### src/design/spc_pkg.sv
// Shared types, constants and tables for the stereo peak compressor.
package spc_pkg;

   // Sample width of the input and output fields.
   localparam int SAMPLE_BITS = 24;

   // Configuration port geometry.
   localparam int CSR_ADDR_BITS = 5;
   localparam int CSR_DATA_BITS = 32;

   // Register indexes, in the order of the register map.
   localparam logic [2:0] REG_THRESHOLD  = 3'd0;
   localparam logic [2:0] REG_RATIO      = 3'd1;
   localparam logic [2:0] REG_ATTACK     = 3'd2;
   localparam logic [2:0] REG_RELEASE    = 3'd3;
   localparam logic [2:0] REG_ENV_COEF   = 3'd4;
   localparam logic [2:0] REG_VOLUME     = 3'd5;
   localparam logic [2:0] REG_ACCUMULATE = 3'd6;

   // Register reset values.
   localparam logic [23:0] THRESHOLD_RESET = 24'd16584703;
   localparam logic [16:0] RATIO_RESET     = 17'd65536;
   localparam logic [23:0] ATTACK_RESET    = 24'd16776000;
   localparam logic [31:0] RELEASE_RESET   = 32'd16777400;
   localparam logic [23:0] ENV_COEF_RESET  = 24'd17410;
   localparam logic [31:0] VOLUME_RESET    = 32'd65536;

   // Gain limits in Q1.24 and the slope that means no compression.
   localparam logic [24:0] GAIN_UNITY  = 25'h1000000;
   localparam logic [24:0] GAIN_MAX    = 25'h1FFFFFF;
   localparam logic [16:0] SLOPE_UNITY = 17'h10000;

   // Step counts of the iterative units.
   localparam int SQRT_STEPS = 32;
   localparam int NORM_STEPS = 5;
   localparam int LOG_STEPS  = 16;
   localparam int EXP_STEPS  = 16;

   // Input and result beats.
   typedef struct packed {
      logic signed [SAMPLE_BITS-1:0] left_in;
      logic signed [SAMPLE_BITS-1:0] right_in;
      logic signed [SAMPLE_BITS-1:0] left_prior;
      logic signed [SAMPLE_BITS-1:0] right_prior;
   } spc_req_type;

   typedef struct packed {
      logic signed [SAMPLE_BITS-1:0] left_out;
      logic signed [SAMPLE_BITS-1:0] right_out;
   } spc_rsp_type;

   // Configuration register contents.
   typedef struct packed {
      logic [23:0] threshold;
      logic [16:0] ratio_slope;
      logic [23:0] attack_coef;
      logic [31:0] release_mult;
      logic [23:0] env_coef;
      logic [31:0] volume;
      logic        accumulate;
   } spc_cfg_type;

   // Datapath operations issued by the controller.
   typedef enum logic [4:0] {
      OP_NOP,
      OP_LOAD,
      OP_ENV_A,
      OP_ENV_B,
      OP_SQRT_INIT,
      OP_SQRT_STEP,
      OP_LOG_INIT,
      OP_NORM_STEP,
      OP_LOG_MANT,
      OP_LOG_SQ,
      OP_LOG_SAVE,
      OP_SCALE,
      OP_EXP_INIT,
      OP_EXP_STEP,
      OP_TARGET,
      OP_GAIN,
      OP_OUT_MAG,
      OP_OUT_VOL,
      OP_OUT_SUM,
      OP_EMIT
   } spc_op_type;

   typedef struct packed {
      spc_op_type op;
      logic [4:0] idx;
      logic       sel;   // log operand: 0 level, 1 threshold
      logic       chan;  // output channel: 0 left, 1 right
   } spc_cmd_type;

   typedef struct packed {
      logic take_log;
   } spc_status_type;

   typedef logic [EXP_STEPS-1:0][31:0] spc_root_tab_type;

   // Repeated square roots of two in Q1.30, entry k-1 holds 2^(1/2^k).
   function automatic spc_root_tab_type spc_exp_table();
      spc_root_tab_type tab;
      logic [63:0] c;
      logic [63:0] x;
      logic [63:0] r;
      logic [63:0] b;
      c = 64'd1 << 31;
      for (int k = 0; k < EXP_STEPS; k++) begin
         x = c << 30;
         r = '0;
         b = 64'd1 << 62;
         for (int j = 0; j < 32; j++) begin
            if (x >= r + b) begin
               x = x - (r + b);
               r = (r >> 1) + b;
            end else begin
               r = r >> 1;
            end
            b = b >> 2;
         end
         c = r;
         tab[k] = c[31:0];
      end
      return tab;
   endfunction

endpackage

### src/design/spc_csr.sv
// Configuration registers behind the APB-style port.
module spc_csr
   import spc_pkg::*;
(
   input  logic                     clock,
   input  logic                     reset,
   input  logic                     csr_psel,
   input  logic                     csr_penable,
   input  logic                     csr_pwrite,
   input  logic [CSR_ADDR_BITS-1:0] csr_paddr,
   input  logic [CSR_DATA_BITS-1:0] csr_pwdata,
   output logic [CSR_DATA_BITS-1:0] csr_prdata,
   output logic                     csr_pready,
   output spc_cfg_type              cfg
);

   spc_cfg_type cfg_ff;
   logic        wr_en;
   logic [2:0]  reg_idx;

   assign csr_pready = 1'b1;
   assign reg_idx    = csr_paddr[CSR_ADDR_BITS-1:2];
   assign wr_en      = csr_psel & csr_penable & csr_pwrite;
   assign cfg        = cfg_ff;

   // Register writes; unknown indexes are ignored.
   always_ff @(posedge clock) begin
      if (reset) begin
         cfg_ff.threshold    <= THRESHOLD_RESET;
         cfg_ff.ratio_slope  <= RATIO_RESET;
         cfg_ff.attack_coef  <= ATTACK_RESET;
         cfg_ff.release_mult <= RELEASE_RESET;
         cfg_ff.env_coef     <= ENV_COEF_RESET;
         cfg_ff.volume       <= VOLUME_RESET;
         cfg_ff.accumulate   <= 1'b0;
      end else if (wr_en) begin
         case (reg_idx)
            REG_THRESHOLD:  cfg_ff.threshold    <= csr_pwdata[23:0];
            REG_RATIO:      cfg_ff.ratio_slope  <= csr_pwdata[16:0];
            REG_ATTACK:     cfg_ff.attack_coef  <= csr_pwdata[23:0];
            REG_RELEASE:    cfg_ff.release_mult <= csr_pwdata[31:0];
            REG_ENV_COEF:   cfg_ff.env_coef     <= csr_pwdata[23:0];
            REG_VOLUME:     cfg_ff.volume       <= csr_pwdata[31:0];
            REG_ACCUMULATE: cfg_ff.accumulate   <= csr_pwdata[0];
            default: ;
         endcase
      end
   end

   // Read back.
   always_comb begin
      case (reg_idx)
         REG_THRESHOLD:  csr_prdata = 32'(cfg_ff.threshold);
         REG_RATIO:      csr_prdata = 32'(cfg_ff.ratio_slope);
         REG_ATTACK:     csr_prdata = 32'(cfg_ff.attack_coef);
         REG_RELEASE:    csr_prdata = cfg_ff.release_mult;
         REG_ENV_COEF:   csr_prdata = 32'(cfg_ff.env_coef);
         REG_VOLUME:     csr_prdata = cfg_ff.volume;
         REG_ACCUMULATE: csr_prdata = 32'(cfg_ff.accumulate);
         default:        csr_prdata = '0;
      endcase
   end

endmodule

### config.mk
export PLATFORM = sky130hd
export DESIGN_NAME = spc_csr
export DESIGN_NICKNAME = d
export VERILOG_FILES = /design/src/design/spc_pkg.sv /design/src/design/spc_csr.sv
export SDC_FILE = /design/constraint.sdc
export NUM_CORES = 1
export LEC_CHECK = 0
export ABC_AREA = 1
export BUFFER_PORTS_ARGS = -buffer_cell sky130_fd_sc_hd__buf_2
export CAP_MARGIN = 25
export CORE_MARGIN = 4
export CORE_UTILIZATION = 56
export CTS_BUF_LIST = sky130_fd_sc_hd__clkbuf_16
export CTS_CLUSTER_SIZE = 10
export DETAILED_ROUTE_END_ITERATION = 16
export GPL_ROUTABILITY_DRIVEN = 0
export GPL_TIMING_DRIVEN = 0
export MAX_ROUTING_LAYER = met4
export PLACE_DENSITY = 0.89
export SLEW_MARGIN = 20
export SYNTH_ARGS = -nofsm -noshare
export SYNTH_HDL_FRONTEND = slang
export SYNTH_SLANG_ARGS = --single-unit
### constraint.sdc
create_clock -name clock -period 1.9 [get_ports clock]
set_clock_uncertainty 0.05 [all_clocks]
set_input_delay 0.19 -clock clock [delete_from_list [all_inputs] [get_ports clock]]
set_output_delay 0.19 -clock clock [all_outputs]
set_load 0.005 [all_outputs]
Yosys cells after proc, flatten, opt, wreduce, memory -nomap -nowiden

Index checks and enable logic that the tools add are counted.
W data, S select, Z words.

Register bits: 154
Bits of input ports: 42
Logic and storage cells: 24

Eq/ne operators: 6
Muxes and demuxes: 1
Bitwise gates (word level): 2
Reduce and logical (&&, ||, !) cells: 8

Operator list:

| kind                 | count |
|---|---|
| $pmux W32 S7         | 1 |
| $reduce_and A2 Y1    | 7 |
| $eq A3 B3 Y1 const B | 3 |
| $eq A3 B2 Y1 const B | 2 |
| $eq A3 B1 Y1 const B | 1 |
| $logic_not A3 Y1     | 1 |
| $and A1 B1 Y1        | 2 |

Longest topological paths before layout

Word-level depth: 3
Depth in mapped cells: 10

Worst setup path after synthesis

OpenSTA, ideal clock, no wires.

Kind: in2out
Start: input port csr_paddr[3]
End: output port csr_prdata[10]
Arrival time: 1085 ps
Slack: 575 ps
Stages: 10
Buffers on the path: 3
Cell sequence: buf_4 -> inv_2 -> buf_6 -> nand2_1 -> nor2_2 -> buf_4 -> nand2_1 -> nand2_1 -> inv_1 -> nand2_1

Cells in the longest elaborated chain, start to end: 2

RTL lines:

| element                              | line          | text |
|---|---|---|
| from (decl)                          | spc_csr.sv:10 | `input logic [CSR_ADDR_BITS-1:0] csr_paddr,` |
| $eq A3 B3 Y1 (tied with other cells) | spc_csr.sv:52 | `case (reg_idx)` |
| $pmux W32 S7 *                       | spc_csr.sv:52 |  |
| to (decl)                            | spc_csr.sv:12 | `output logic [CSR_DATA_BITS-1:0] csr_prdata,` |

Mark *: on every way between the ends. The rest lies on a longest branch, timed or not.

Final worst setup path

Start: input port csr_paddr[2]
End: output port csr_prdata[12]

Same word-level chain as after synthesis.

==> metrics <==
Die ar.=0.0150 mm^2; status=finished clean; Worst-path clk slew=0.06 ns; CTS max path bufs=2; CP required=1.66 ns; sequential share of the synthesized area=41.9%; initial antenna violation count=1; Pwr Density=768 mW/mm^2; Post-synth ARST share=0%; RSZ-0062 raised after global routing=no; Final Hold Viols=0; Net Sw Frac=25.7%; die height=123 um; met1 WL=10.6 mm; die width=123 um; post-synth cell types=19; hold_sp=csr_pwdata[29]; worst reg2reg setup slack=1.17 ns; first-pass GRT wire length=43.5 mm; reg2reg start=cfg[136]$_SDFFE_PP1P_; fin crit period=1.82 ns; clock insertion delay at the later pin of the skew report=0.43 ns; commonest non-fill, non-tap cell in the layout=nand2_1; Tightest Pin Transition=0.687 ns; Total Wirelength=28.8 mm; CTS Buf Count=17; Logic pwr share=10.6%; Worst Hold Path EP=cfg[30]$_SDFFE_PP0P_; yosys warns=0; # fillers=1047; Clock Power Share=44.0%; TritonCTS clock tree=done; root buffer cell=clkbuf_16; H-tree level count=4; FF-to-FF End=cfg[136]$_SDFFE_PP1P_; Setup-failing EPs final=0; Net Switching=0.00187 W; sequential share of power=45.5%; MaxCap Viol Count=0; Power Total=0.00728 W; number of flip-flops in the largest register=154; Worst path top cell family by delay=buffers and inverters; Fin Setup TNS=0 ns; Syn Area/Cell=6.26 um^2; WP buf/inv=5; achievable frequency=0.551 GHz; Setup crit start kind=input pin; Port-buffer cells=223; Area Growth Syn to Fin=28.8%; initial drt markers=1424; Worst setup EP type=output pin; Lkg Pwr=4.98 nW; Initial Utilization=57.8%; syn nets=1217; register bit total from synthesis=154; Post-synth EDFFs=0; Core ar.=0.0127 mm^2; clk sinks=154; ys flop type=dfxtp_1; Synth Instances=1175; cells along the critical path=buf_2 > buf_4 > nand2_1 > nor2_2 > buf_4 > nand2_1 > nand2_1 > inv_1 > nand2_1 > buf_2; CP peak stage delay=0.24 ns; number of nets in the layout=1483; met2 WL=12.8 mm; grt total ovfl=0; Final period util=95.6%; Post-CTS Setup Inserts=0; hold path cells=5; number of global-route vias before repair=8232; Routed Antenna Nets=0; most used cell, CP=nand2_1; WL met3=4.01 mm; VDD IR max=0.000497 V; vias per cell=5.60; Hold Crit Class=in -> reg; Tot GR Track Use=39.2%; post-DP HPWL=20.6 mm; Crit Path Max Fanout=10; most frequent cells in the layout=nand2_1, buf_2, nor2_1, dfxtp_1, nand3_1; slowest CP cell=buf_4; Int Power=0.00541 W; # IOs=229; Std-Cell Rows=41; WP data arrival=1.58 ns; share of cells above drive strength 1=22.0%; Reg2Reg Depth=2; Highest Signal Layer=met4; Worst Setup Path Type=in -> out; pins over their slew limit=0; DRC=0; vias after detailed routing=9114; WL/cell=17.7 um; Syn Std Cell Area=0.00736 mm^2; Rel. slew slack=54.2%; total iterations of the first detailed-routing run=10; largest net degree at the start of global routing=17
-- kinds of logic after synthesis --
| group | count (synthesis) | share of synthesized area, % |
|---|---|---|
| other | 1 | 0.0510 |
| AOI/OAI and AO/OA | 10 | 0.680 |
| and+or+nand+nor | 858 | 48.2 |
| DFF | 154 | 41.9 |
| buffers and inverters | 152 | 9.13 |
-- worst reg2reg max path, cell delays in order, from the launching register on --
cell,delay [ns]
dfxtp_1,0.37
nand2_1,0.10
nand3_1,0.07
-- layer usage --
metal  global-route usage (%)  up-vias
li1                         -     4164
met1                     48.7     4042
met2                     58.2      767
met3                     10.9      141
met4                     20.4        0
met5                        -        -
-- layout make-up --
| class | instances | area (um^2) | area share, % |
|---|---|---|---|
| tap | 172 | 215 | 2.27 |
| clock buffer | 17 | 425 | 4.49 |
| multi-input combinational | 869 | 3600 | 38.0 |
| inverter | 77 | 289 | 3.05 |
| sequential | 154 | 3080 | 32.5 |
| buffer | 75 | 385 | 4.07 |
| antenna | 1 | 2.50 | 0.0264 |
| timing repair buffer | 247 | 1360 | 14.3 |
| clock inverter | 15 | 118 | 1.24 |
-- synth_stat cells, types with 2 or more instances --
| cell | instances | area [um^2] |
|---|---|---|
| buf_1 | 15 | 56.3 |
| buf_2 | 39 | 195 |
| buf_4 | 10 | 75.1 |
| buf_6 | 2 | 22.5 |
| clkbuf_1 | 9 | 33.8 |
| dfxtp_1 | 154 | 3080 |
| inv_1 | 72 | 270 |
| inv_2 | 5 | 18.8 |
| nand2_1 | 420 | 1580 |
| nand3_1 | 138 | 691 |
| nand3_4 | 2 | 35.0 |
| nand4_1 | 29 | 181 |
| nor2_1 | 256 | 961 |
| nor2_2 | 7 | 43.8 |
| nor2_4 | 4 | 45.0 |
| o21ai_0 | 10 | 50.1 |
-- how the worst max path moves through the flow --
| stage | to | depth (start not counted) | startpoint |
|---|---|---|---|
| 6_report | csr_prdata[12] | 10 | csr_paddr[2] |
| 5_1_grt | csr_prdata[0] | 8 | csr_paddr[3] |
| 4_1_cts | csr_prdata[7] | 8 | csr_paddr[3] |
| 3_5_place_dp | csr_prdata[7] | 8 | csr_paddr[3] |
| 3_3_place_gp | csr_prdata[2] | 8 | csr_paddr[3] |
| 2_1_floorplan | csr_prdata[10] | 10 | csr_paddr[3] |
-- power groups by stage --
| stage | registers, W | logic (W) | clock network, W |
|---|---|---|---|
| detailed placement | 0.00338 | 0.000687 | 0 |
| floorplan | 0.00337 | 0.000385 | 0 |
| global placement | 0.00338 | 0.000677 | 0 |
| CTS | 0.00331 | 0.000731 | 0.00317 |
| global route | 0.00331 | 0.000821 | 0.00330 |
| finish | 0.00331 | 0.000768 | 0.00320 |
-- per-stage QoR --
stage,utilization [%],hold WS [ns],std cells,worst slack (ns),instance area [um^2]
2_1_floorplan,-,0.266,1175,0.575,7360
3_3_place_gp,68.3,0.366,1570,0.141,8690
3_5_place_dp,68.3,0.379,1570,0.124,8690
4_1_cts,74.5,0.0123,1626,0.117,9470
5_1_grt,74.5,0.0635,1627,0.00352,9480
6_report,74.5,0.0194,1627,0.0835,9480
-- what timing repair did --
item	4_1_cts	5_1_grt
endpoints found under the hold margin	37	0
setup endpoints to repair	0	4
resized for setup	0	4
hold buffers	24	0
No activity file was read; power rests on OpenSTA's default activity.
