## config.mk

```make
export PLATFORM = sky130hd
export DESIGN_NAME = spc_ctrl
export DESIGN_NICKNAME = d
export VERILOG_FILES = /design/src/design/spc_pkg.sv /design/src/design/spc_ctrl.sv
export SDC_FILE = /design/constraint.sdc
export NUM_CORES = 1
export LEC_CHECK = 0
export BUFFER_PORTS_ARGS = -buffer_cell sky130_fd_sc_hd__buf_2
export CORE_AREA = 5 5 59 61
export CTS_CLUSTER_SIZE = 20
export DETAILED_ROUTE_END_ITERATION = 8
export DIE_AREA = 0 0 64 66
export SLEW_MARGIN = 30
export SYNTH_ARGS = -nofsm -noshare
export SYNTH_HDL_FRONTEND = slang
export SYNTH_SLANG_ARGS = --single-unit
```

## constraint.sdc

```tcl
create_clock -name clock -period 4.29 [get_ports clock]
set_input_delay 0.429 -clock clock [delete_from_list [all_inputs] [get_ports clock]]
set_output_delay 0.429 -clock clock [all_outputs]
set_load 0.01 [all_outputs]
```

## src/design/spc_pkg.sv

```systemverilog
// Shared types, constants and tables for the stereo peak compressor.
package spc_pkg;

   // Sample width of the input and output fields.
   localparam int SAMPLE_BITS = 24;

   // Configuration port geometry.
   localparam int CSR_ADDR_BITS = 5;
   localparam int CSR_DATA_BITS = 32;

   // Register indexes, in the order of the register map.
   localparam logic [2:0] REG_THRESHOLD  = 3'd0;
   localparam logic [2:0] REG_RATIO      = 3'd1;
   localparam logic [2:0] REG_ATTACK     = 3'd2;
   localparam logic [2:0] REG_RELEASE    = 3'd3;
   localparam logic [2:0] REG_ENV_COEF   = 3'd4;
   localparam logic [2:0] REG_VOLUME     = 3'd5;
   localparam logic [2:0] REG_ACCUMULATE = 3'd6;

   // Register reset values.
   localparam logic [23:0] THRESHOLD_RESET = 24'd16584703;
   localparam logic [16:0] RATIO_RESET     = 17'd65536;
   localparam logic [23:0] ATTACK_RESET    = 24'd16776000;
   localparam logic [31:0] RELEASE_RESET   = 32'd16777400;
   localparam logic [23:0] ENV_COEF_RESET  = 24'd17410;
   localparam logic [31:0] VOLUME_RESET    = 32'd65536;

   // Gain limits in Q1.24 and the slope that means no compression.
   localparam logic [24:0] GAIN_UNITY  = 25'h1000000;
   localparam logic [24:0] GAIN_MAX    = 25'h1FFFFFF;
   localparam logic [16:0] SLOPE_UNITY = 17'h10000;

   // Step counts of the iterative units.
   localparam int SQRT_STEPS = 32;
   localparam int NORM_STEPS = 5;
   localparam int LOG_STEPS  = 16;
   localparam int EXP_STEPS  = 16;

   // Input and result beats.
   typedef struct packed {
      logic signed [SAMPLE_BITS-1:0] left_in;
      logic signed [SAMPLE_BITS-1:0] right_in;
      logic signed [SAMPLE_BITS-1:0] left_prior;
      logic signed [SAMPLE_BITS-1:0] right_prior;
   } spc_req_type;

   typedef struct packed {
      logic signed [SAMPLE_BITS-1:0] left_out;
      logic signed [SAMPLE_BITS-1:0] right_out;
   } spc_rsp_type;

   // Configuration register contents.
   typedef struct packed {
      logic [23:0] threshold;
      logic [16:0] ratio_slope;
      logic [23:0] attack_coef;
      logic [31:0] release_mult;
      logic [23:0] env_coef;
      logic [31:0] volume;
      logic        accumulate;
   } spc_cfg_type;

   // Datapath operations issued by the controller.
   typedef enum logic [4:0] {
      OP_NOP,
      OP_LOAD,
      OP_ENV_A,
      OP_ENV_B,
      OP_SQRT_INIT,
      OP_SQRT_STEP,
      OP_LOG_INIT,
      OP_NORM_STEP,
      OP_LOG_MANT,
      OP_LOG_SQ,
      OP_LOG_SAVE,
      OP_SCALE,
      OP_EXP_INIT,
      OP_EXP_STEP,
      OP_TARGET,
      OP_GAIN,
      OP_OUT_MAG,
      OP_OUT_VOL,
      OP_OUT_SUM,
      OP_EMIT
   } spc_op_type;

   typedef struct packed {
      spc_op_type op;
      logic [4:0] idx;
      logic       sel;   // log operand: 0 level, 1 threshold
      logic       chan;  // output channel: 0 left, 1 right
   } spc_cmd_type;

   typedef struct packed {
      logic take_log;
   } spc_status_type;

   typedef logic [EXP_STEPS-1:0][31:0] spc_root_tab_type;

   // Repeated square roots of two in Q1.30, entry k-1 holds 2^(1/2^k).
   function automatic spc_root_tab_type spc_exp_table();
      spc_root_tab_type tab;
      logic [63:0] c;
      logic [63:0] x;
      logic [63:0] r;
      logic [63:0] b;
      c = 64'd1 << 31;
      for (int k = 0; k < EXP_STEPS; k++) begin
         x = c << 30;
         r = '0;
         b = 64'd1 << 62;
         for (int j = 0; j < 32; j++) begin
            if (x >= r + b) begin
               x = x - (r + b);
               r = (r >> 1) + b;
            end else begin
               r = r >> 1;
            end
            b = b >> 2;
         end
         c = r;
         tab[k] = c[31:0];
      end
      return tab;
   endfunction

endpackage

```

## src/design/spc_ctrl.sv

```systemverilog
// Controller that sequences one sample pair through the shared datapath.
module spc_ctrl
   import spc_pkg::*;
(
   input  logic           clock,
   input  logic           reset,
   input  logic           req_valid,
   output logic           req_stall,
   output logic           rsp_valid,
   input  logic           rsp_stall,
   input  spc_status_type status,
   output spc_cmd_type    cmd
);

   typedef enum logic [4:0] {
      S_IDLE,
      S_ENV_A,
      S_ENV_B,
      S_SQRT_INIT,
      S_SQRT,
      S_CHECK,
      S_LOG_INIT,
      S_NORM,
      S_LOG_MANT,
      S_LOG_SQ,
      S_LOG_SAVE,
      S_SCALE,
      S_EXP_INIT,
      S_EXP,
      S_TARGET,
      S_GAIN,
      S_OUT_MAG,
      S_OUT_VOL,
      S_OUT_SUM,
      S_EMIT
   } state_type;

   state_type  state_ff;
   logic [4:0] cnt_ff;
   logic       sel_ff;
   logic       chan_ff;
   logic       req_stall_ff;
   logic       rsp_valid_ff;
   logic       out_free;

   assign req_stall = req_stall_ff;
   assign rsp_valid = rsp_valid_ff;
   assign out_free  = !rsp_valid_ff || !rsp_stall;

   // Command decode from the current state.
   always_comb begin
      cmd.idx  = cnt_ff;
      cmd.sel  = sel_ff;
      cmd.chan = chan_ff;
      case (state_ff)
         S_IDLE:      cmd.op = req_valid ? OP_LOAD : OP_NOP;
         S_ENV_A:     cmd.op = OP_ENV_A;
         S_ENV_B:     cmd.op = OP_ENV_B;
         S_SQRT_INIT: cmd.op = OP_SQRT_INIT;
         S_SQRT:      cmd.op = OP_SQRT_STEP;
         S_LOG_INIT:  cmd.op = OP_LOG_INIT;
         S_NORM:      cmd.op = OP_NORM_STEP;
         S_LOG_MANT:  cmd.op = OP_LOG_MANT;
         S_LOG_SQ:    cmd.op = OP_LOG_SQ;
         S_LOG_SAVE:  cmd.op = OP_LOG_SAVE;
         S_SCALE:     cmd.op = OP_SCALE;
         S_EXP_INIT:  cmd.op = OP_EXP_INIT;
         S_EXP:       cmd.op = OP_EXP_STEP;
         S_TARGET:    cmd.op = OP_TARGET;
         S_GAIN:      cmd.op = OP_GAIN;
         S_OUT_MAG:   cmd.op = OP_OUT_MAG;
         S_OUT_VOL:   cmd.op = OP_OUT_VOL;
         S_OUT_SUM:   cmd.op = OP_OUT_SUM;
         S_EMIT:      cmd.op = out_free ? OP_EMIT : OP_NOP;
         default:     cmd.op = OP_NOP;
      endcase
   end

   // State, step counter and handshake registers.
   always_ff @(posedge clock) begin
      if (reset) begin
         state_ff     <= S_IDLE;
         cnt_ff       <= '0;
         sel_ff       <= 1'b0;
         chan_ff      <= 1'b0;
         req_stall_ff <= 1'b0;
         rsp_valid_ff <= 1'b0;
      end else begin
         // A new result beat is raised when the pair leaves, else a taken beat drops.
         if (state_ff == S_EMIT && out_free) begin
            rsp_valid_ff <= 1'b1;
         end else if (!rsp_stall) begin
            rsp_valid_ff <= 1'b0;
         end
         case (state_ff)
            S_IDLE: begin
               if (req_valid) begin
                  req_stall_ff <= 1'b1;
                  state_ff     <= S_ENV_A;
               end
            end
            S_ENV_A: state_ff <= S_ENV_B;
            S_ENV_B: state_ff <= S_SQRT_INIT;
            S_SQRT_INIT: begin
               cnt_ff   <= '0;
               state_ff <= S_SQRT;
            end
            S_SQRT: begin
               if (cnt_ff == 5'(SQRT_STEPS - 1)) begin
                  cnt_ff   <= '0;
                  state_ff <= S_CHECK;
               end else begin
                  cnt_ff <= cnt_ff + 5'd1;
               end
            end
            S_CHECK: begin
               sel_ff   <= 1'b0;
               state_ff <= status.take_log ? S_LOG_INIT : S_TARGET;
            end
            S_LOG_INIT: begin
               cnt_ff   <= '0;
               state_ff <= S_NORM;
            end
            S_NORM: begin
               if (cnt_ff == 5'(NORM_STEPS - 1)) begin
                  cnt_ff   <= '0;
                  state_ff <= S_LOG_MANT;
               end else begin
                  cnt_ff <= cnt_ff + 5'd1;
               end
            end
            S_LOG_MANT: state_ff <= S_LOG_SQ;
            S_LOG_SQ: begin
               if (cnt_ff == 5'(LOG_STEPS - 1)) begin
                  cnt_ff   <= '0;
                  state_ff <= sel_ff ? S_SCALE : S_LOG_SAVE;
               end else begin
                  cnt_ff <= cnt_ff + 5'd1;
               end
            end
            S_LOG_SAVE: begin
               sel_ff   <= 1'b1;
               state_ff <= S_LOG_INIT;
            end
            S_SCALE: state_ff <= S_EXP_INIT;
            S_EXP_INIT: begin
               cnt_ff   <= '0;
               state_ff <= S_EXP;
            end
            S_EXP: begin
               if (cnt_ff == 5'(EXP_STEPS - 1)) begin
                  cnt_ff   <= '0;
                  state_ff <= S_TARGET;
               end else begin
                  cnt_ff <= cnt_ff + 5'd1;
               end
            end
            S_TARGET: state_ff <= S_GAIN;
            S_GAIN: begin
               chan_ff  <= 1'b0;
               state_ff <= S_OUT_MAG;
            end
            S_OUT_MAG: state_ff <= S_OUT_VOL;
            S_OUT_VOL: state_ff <= S_OUT_SUM;
            S_OUT_SUM: begin
               if (chan_ff) begin
                  state_ff <= S_EMIT;
               end else begin
                  chan_ff  <= 1'b1;
                  state_ff <= S_OUT_MAG;
               end
            end
            S_EMIT: begin
               if (out_free) begin
                  req_stall_ff <= 1'b0;
                  chan_ff      <= 1'b0;
                  state_ff     <= S_IDLE;
               end
            end
            default: state_ff <= S_IDLE;
         endcase
      end
   end

endmodule

```

# Word-level counts from Yosys, hierarchy flattened
# Cells that the tools add are included.
# totals
romBits,0
inputBits,5
out_inout_bits,14
n_memories,0
latch_bits,0
ff_bits,14
wordCells,74
ram_bits,0
# classes
reduce_logical,14
n_shift,0
n_div,0
bitwise,0
n_mux,24
add_sub_neg,1
mul,0
n_lt_le_gt_ge,0
eq_ne,29
# ops
operator,count
$pmux 5 s20,1
$pmux 5 s19,1
$mux 5,10
$eq 5x4->1 const B,9
$eq 5x3->1 const B,5
$eq 5x5->1 const B,5
$pmux 5 s4,1
$ne 2x2->1 const B,6
$eq 5x2->1 const B,2
$mux 1,6
$reduce_and 6->1,1
$add 5x1->5 const B,1
$eq 5x1->1 const B,1
$logic_not 5->1,1
$mux 4,1
$pmux 1 s2,2
$reduce_bool 2->1,2
$reduce_bool 4->1,1
$pmux 1 s3,1
$reduce_and 3->1,1
$reduce_bool 3->1,1
$reduce_or 3->1,1
$logic_not 1->1,2
$mux 2,1
5 further kinds,5

# Longest topological paths before layout
# logic_depth
depth_word,4
ltp_mapped,8
depth_no_buf,8

# Worst setup path before layout
# No wires, ideal clock.
# synth_timing
kind,reg2reg
startpoint,register cnt_ff[0]
endpoint,register state_ff[2]
setup_time_ns,0.122
synth_period_minus_slack_ns,1.863
t_required_ns,4.168
stages_incl_launch_ff,9
n_path_buf,0
path_slack_ns,2.427
arrival_time_ns,1.741
cell_sequence,dfxtp_1 > ha_1 > nand3_1 > inv_1 > ha_1 > nand2_1 > o2111a_1 > or4_4 > mux2i_1
# synth_via
elab_chain_cells,3
word_cells_on_any_way,8
classes_between,eq/ne (7); reduce/logical (1)
# synth_lines
element,line,source
"start, declared",spc_ctrl.sv:39,logic [4:0] cnt_ff;
"start signal, assigned",spc_ctrl.sv:113,cnt_ff <= cnt_ff + 5'd1;
"start signal, assigned",spc_ctrl.sv:129,cnt_ff <= cnt_ff + 5'd1;
"start signal, assigned",spc_ctrl.sv:138,cnt_ff <= cnt_ff + 5'd1;
$eq 5x4->1 (tied with other cells),"spc_ctrl.sv:134, spc_ctrl.sv:151",
$ne 2x2->1 (no line),-,
$reduce_and 6->1 (no line) (*),-,
"end signal, assigned",spc_ctrl.sv:118,state_ff <= status.take_log ? S_LOG_INIT : S_TARGET;
"end signal, assigned",spc_ctrl.sv:136,state_ff <= sel_ff ? S_SCALE : S_LOG_SAVE;
"end, declared",spc_ctrl.sv:38,state_type state_ff;
# Mark *: on every way between the ends. The rest lies on a longest branch, timed or not.
# A chain may end at the register's enable or synchronous reset.

==> key figures <==
Die
  • Chip width: 64 µm
  • Core Area: 2930 µm²
  • Number of I/O pins: 19
  • Die Area: 4220 µm²
  • Vert. Die Dim: 66 µm
  • # rows: 20
  • Initial Utilization: 37.8%

Route
  • Wirelength per Cell: 14.9 µm
  • Drt initial violations: 21
  • TritonRoute pass-1 iters: 4
  • WL met2: 1270 µm
  • Antenna viol nets, final: 0
  • Highest metal used: met4
  • Routed wl met3: 68 µm
  • Drt drc: 0
  • Vias/cell: 5.82
  • Vias: 1071
  • Final wirelength: 2750 µm
  • WL met1: 1350 µm

Timing
  • Final Hold Viols: 0
  • RSZ-0062 raised after global routing: false
  • Clock period minus worst slack: 2.35 ns
  • Min Hold Slack: 0.467 ns
  • Final Max Slew Viols: 0
  • Clock skew after layout: 0.00175 ns
  • Highest clock rate: 426 MHz
  • Period Utilization, post-route: 54.8%
  • Final setup vio count: 0
  • Slew HR: 43.8%
  • TNS Setup: 0 ns
  • Slew @ Worst Pin: 0.842 ns

Hold path
  • Hold WC Path Type: in -> reg

Synth
  • Synthesized cell area: 1110 µm²
  • Dominant synthesized flop cell: dfxtp_1
  • Yosys warnings: 0
  • Main area contributors after synthesis: dfxtp_1, ha_1, a21oi_1
  • Synth top area share: 25.3%
  • Unique masters post-synth: 50
  • Number of synthesized flops with an enable pin: 0
  • Syn Inst Count: 143
  • Post-Syn Area per Cell: 7.73 µm²
  • Flops & latches, synth: 14
  • Sequential fraction of the synthesis area: 25.3%
  • Post-synthesis async set-or-reset flop share: 0%
  • Dominant cell type by area after synthesis: dfxtp_1
  • Syn nets: 153
  • Most frequent cell after synthesis: dfxtp_1
  • Top cell types by occurrence after synthesis: dfxtp_1, nor2_1, a21oi_1

Cells and area
  • Reg area: 280 µm²
  • Filler cells: 313
  • Synth-to-layout area growth: 8.71%
  • Area of the multi-input gates: 721 µm²
  • Nets: 162
  • Antenna fix cells: 0
  • Share of cells above drive strength 1: 18.5%

Critical path
  • Worst setup path class: reg -> out
  • Flop2flop setup slack: 2.13 ns
  • Worst EP required: 3.86 ns
  • Largest stage delay on the critical path: 0.88 ns
  • Slowest-stage cell, CP: dfxtp_1
  • Top delay family on crit path: flip-flops
  • Worst endpoint data arrival time: 1.92 ns
  • Worst setup SP type: flip-flop
  • Crit-path cells: o21bai_1 -> a21oi_1 -> o221ai_1 -> o41ai_1 -> buf_2
  • Number of buffers and inverters on the critical path: 1
  • Critical Path Fanout Max: 27
  • Worst Setup End Kind: primary output

Clock network
  • CTS Buf Count: 3
  • Hold-fix buffers, CTS: 0
  • CTS tree: built
  • Clock latency on the worst-skew pair: 0.29 ns
  • Clk slew on worst S/H paths: 0.09 ns
  • Post-CTS Setup Bufs: 0
  • Root Buffer: clkbuf_4
  • Htree depth: 1
  • Cts repair resizes: 0
  • CTS Buffer Depth: 2
  • CTS Sinks: 14

Placed design
  • IO buf count: 18
  • Routability Congestion: 0.882
  • DP Wirelength: 1980 µm

Pwr
  • P per Cell Area: 330 nW/µm²
  • Psw: 0.147 mW
  • Comb power frac: 31.4%
  • Part of the power in registers: 43.5%
  • Clock network power share: 25.1%
  • Leakage: 0.491 nW
  • Sw Share: 37.0%
  • Max IR drop VDD: 199 µV
  • Internal: 0.250 mW

Run
  • # Max-Cap Violations: 0

Run status
  • Status: complete, no violations

GRT
  • Vias in the first global route: 992
  • Total track usage: 13.8%
  • Initial antenna violation count: 0
  • Largest net degree at the start of global routing: 28
  • Total global routing overflow: 0
  • First-pass GRT wire length: 4640 µm
## final timing paths
| kind | startpoint | end | cells after the start |
|---|---|---|---|
| setup reg to reg | state_ff[1] | cnt_ff[3] | 4 |
| setup / recovery | state_ff[1] | cmd[7] | 5 |
| hold / removal | reset | req_stall | 2 |
| hold reg to reg | sel_ff | sel_ff | 2 |
## worst reg2reg max path: stages, from the launching register on
cell and delay (ns):
dfxtp_1 0.88, nand3_1 0.25, or4_1 0.48, a311o_1 0.35
nor2_1 0.14
## cell families after synthesis
group | Yosys count | synth area share (%)
AND/OR/NAND/NOR | 51 | 27.4
AO/OA/AOI/OAI | 42 | 25.1
buffers and inverters | 23 | 9.50
flip-flops | 14 | 25.3
multiplexers | 5 | 4.64
adder cells (fa/ha/maj) | 5 | 5.66
XOR/XNOR | 3 | 2.38
## flip-flops by register name, summed over array words and instances (netlist names)
register / count
cnt_ff: 5
state_ff: 5
rsp_valid: 1
chan_ff: 1
sel_ff: 1
req_stall: 1
## metal layers
metal	GRT usage (%)	vias up
li1	-	543
met1	17.8	506
met4	7.01	0
met5	0	-
met3	2.38	5
met2	21.7	17
## layout make-up
class / instances / share of cell area, %
repair buffers: 18 / 7.49
flip-flops and latches: 14 / 23.3
multi-input cells: 106 / 59.9
inverters: 9 / 2.81
well taps: 33 / 3.43
clock buffers: 4 / 3.02
## layout by cell type (no fill, tap or decap), drive strengths merged, types with 2 or more instances in the layout
cell type,Yosys,routed
a31oi,3,3
nand2,5,5
nor2,12,12
buf,10,18
nor3,6,6
dfxtp,14,14
nor4bb,2,2
xnor2,3,3
or4,2,2
o21ai,11,11
a211oi,3,3
mux2i,4,4
nand2b,3,3
clkbuf,4,4
inv,8,8
ha,5,5
nor2b,4,4
a31o,2,2
a21oi,10,10
nand3,6,6
nor4,3,3
nor3b,2,2
## through the flow
| step | cells | cell area (µm²) | utilization, % | total power, mW | setup slack (ns) |
|---|---|---|---|---|---|
| 4_1_cts | 184 | 1200 | 41.1 | 0.401 | 1.95 |
| 3_5_place_dp | 180 | 1170 | 39.8 | 0.300 | 2.17 |
| 2_1_floorplan | 143 | 1110 | - | 0.268 | 2.43 |
| 5_1_grt | 184 | 1200 | 41.1 | 0.430 | 1.77 |
| 3_3_place_gp | 180 | 1170 | 39.8 | 0.299 | 2.22 |
| 6_report | 184 | 1200 | 41.1 | 0.397 | 1.94 |
## power by group through the flow
| stage | Combinational, mW | Sequential [mW] | Clock [mW] |
|---|---|---|---|
| final | 0.125 | 0.173 | 0.0997 |
| after global routing | 0.140 | 0.177 | 0.113 |
| after CTS | 0.125 | 0.172 | 0.103 |
| after detailed placement | 0.125 | 0.175 | 0 |
| after global placement | 0.124 | 0.175 | 0 |
| after floorplan | 0.114 | 0.154 | 0 |
Power figures use the tool's default switching activity.
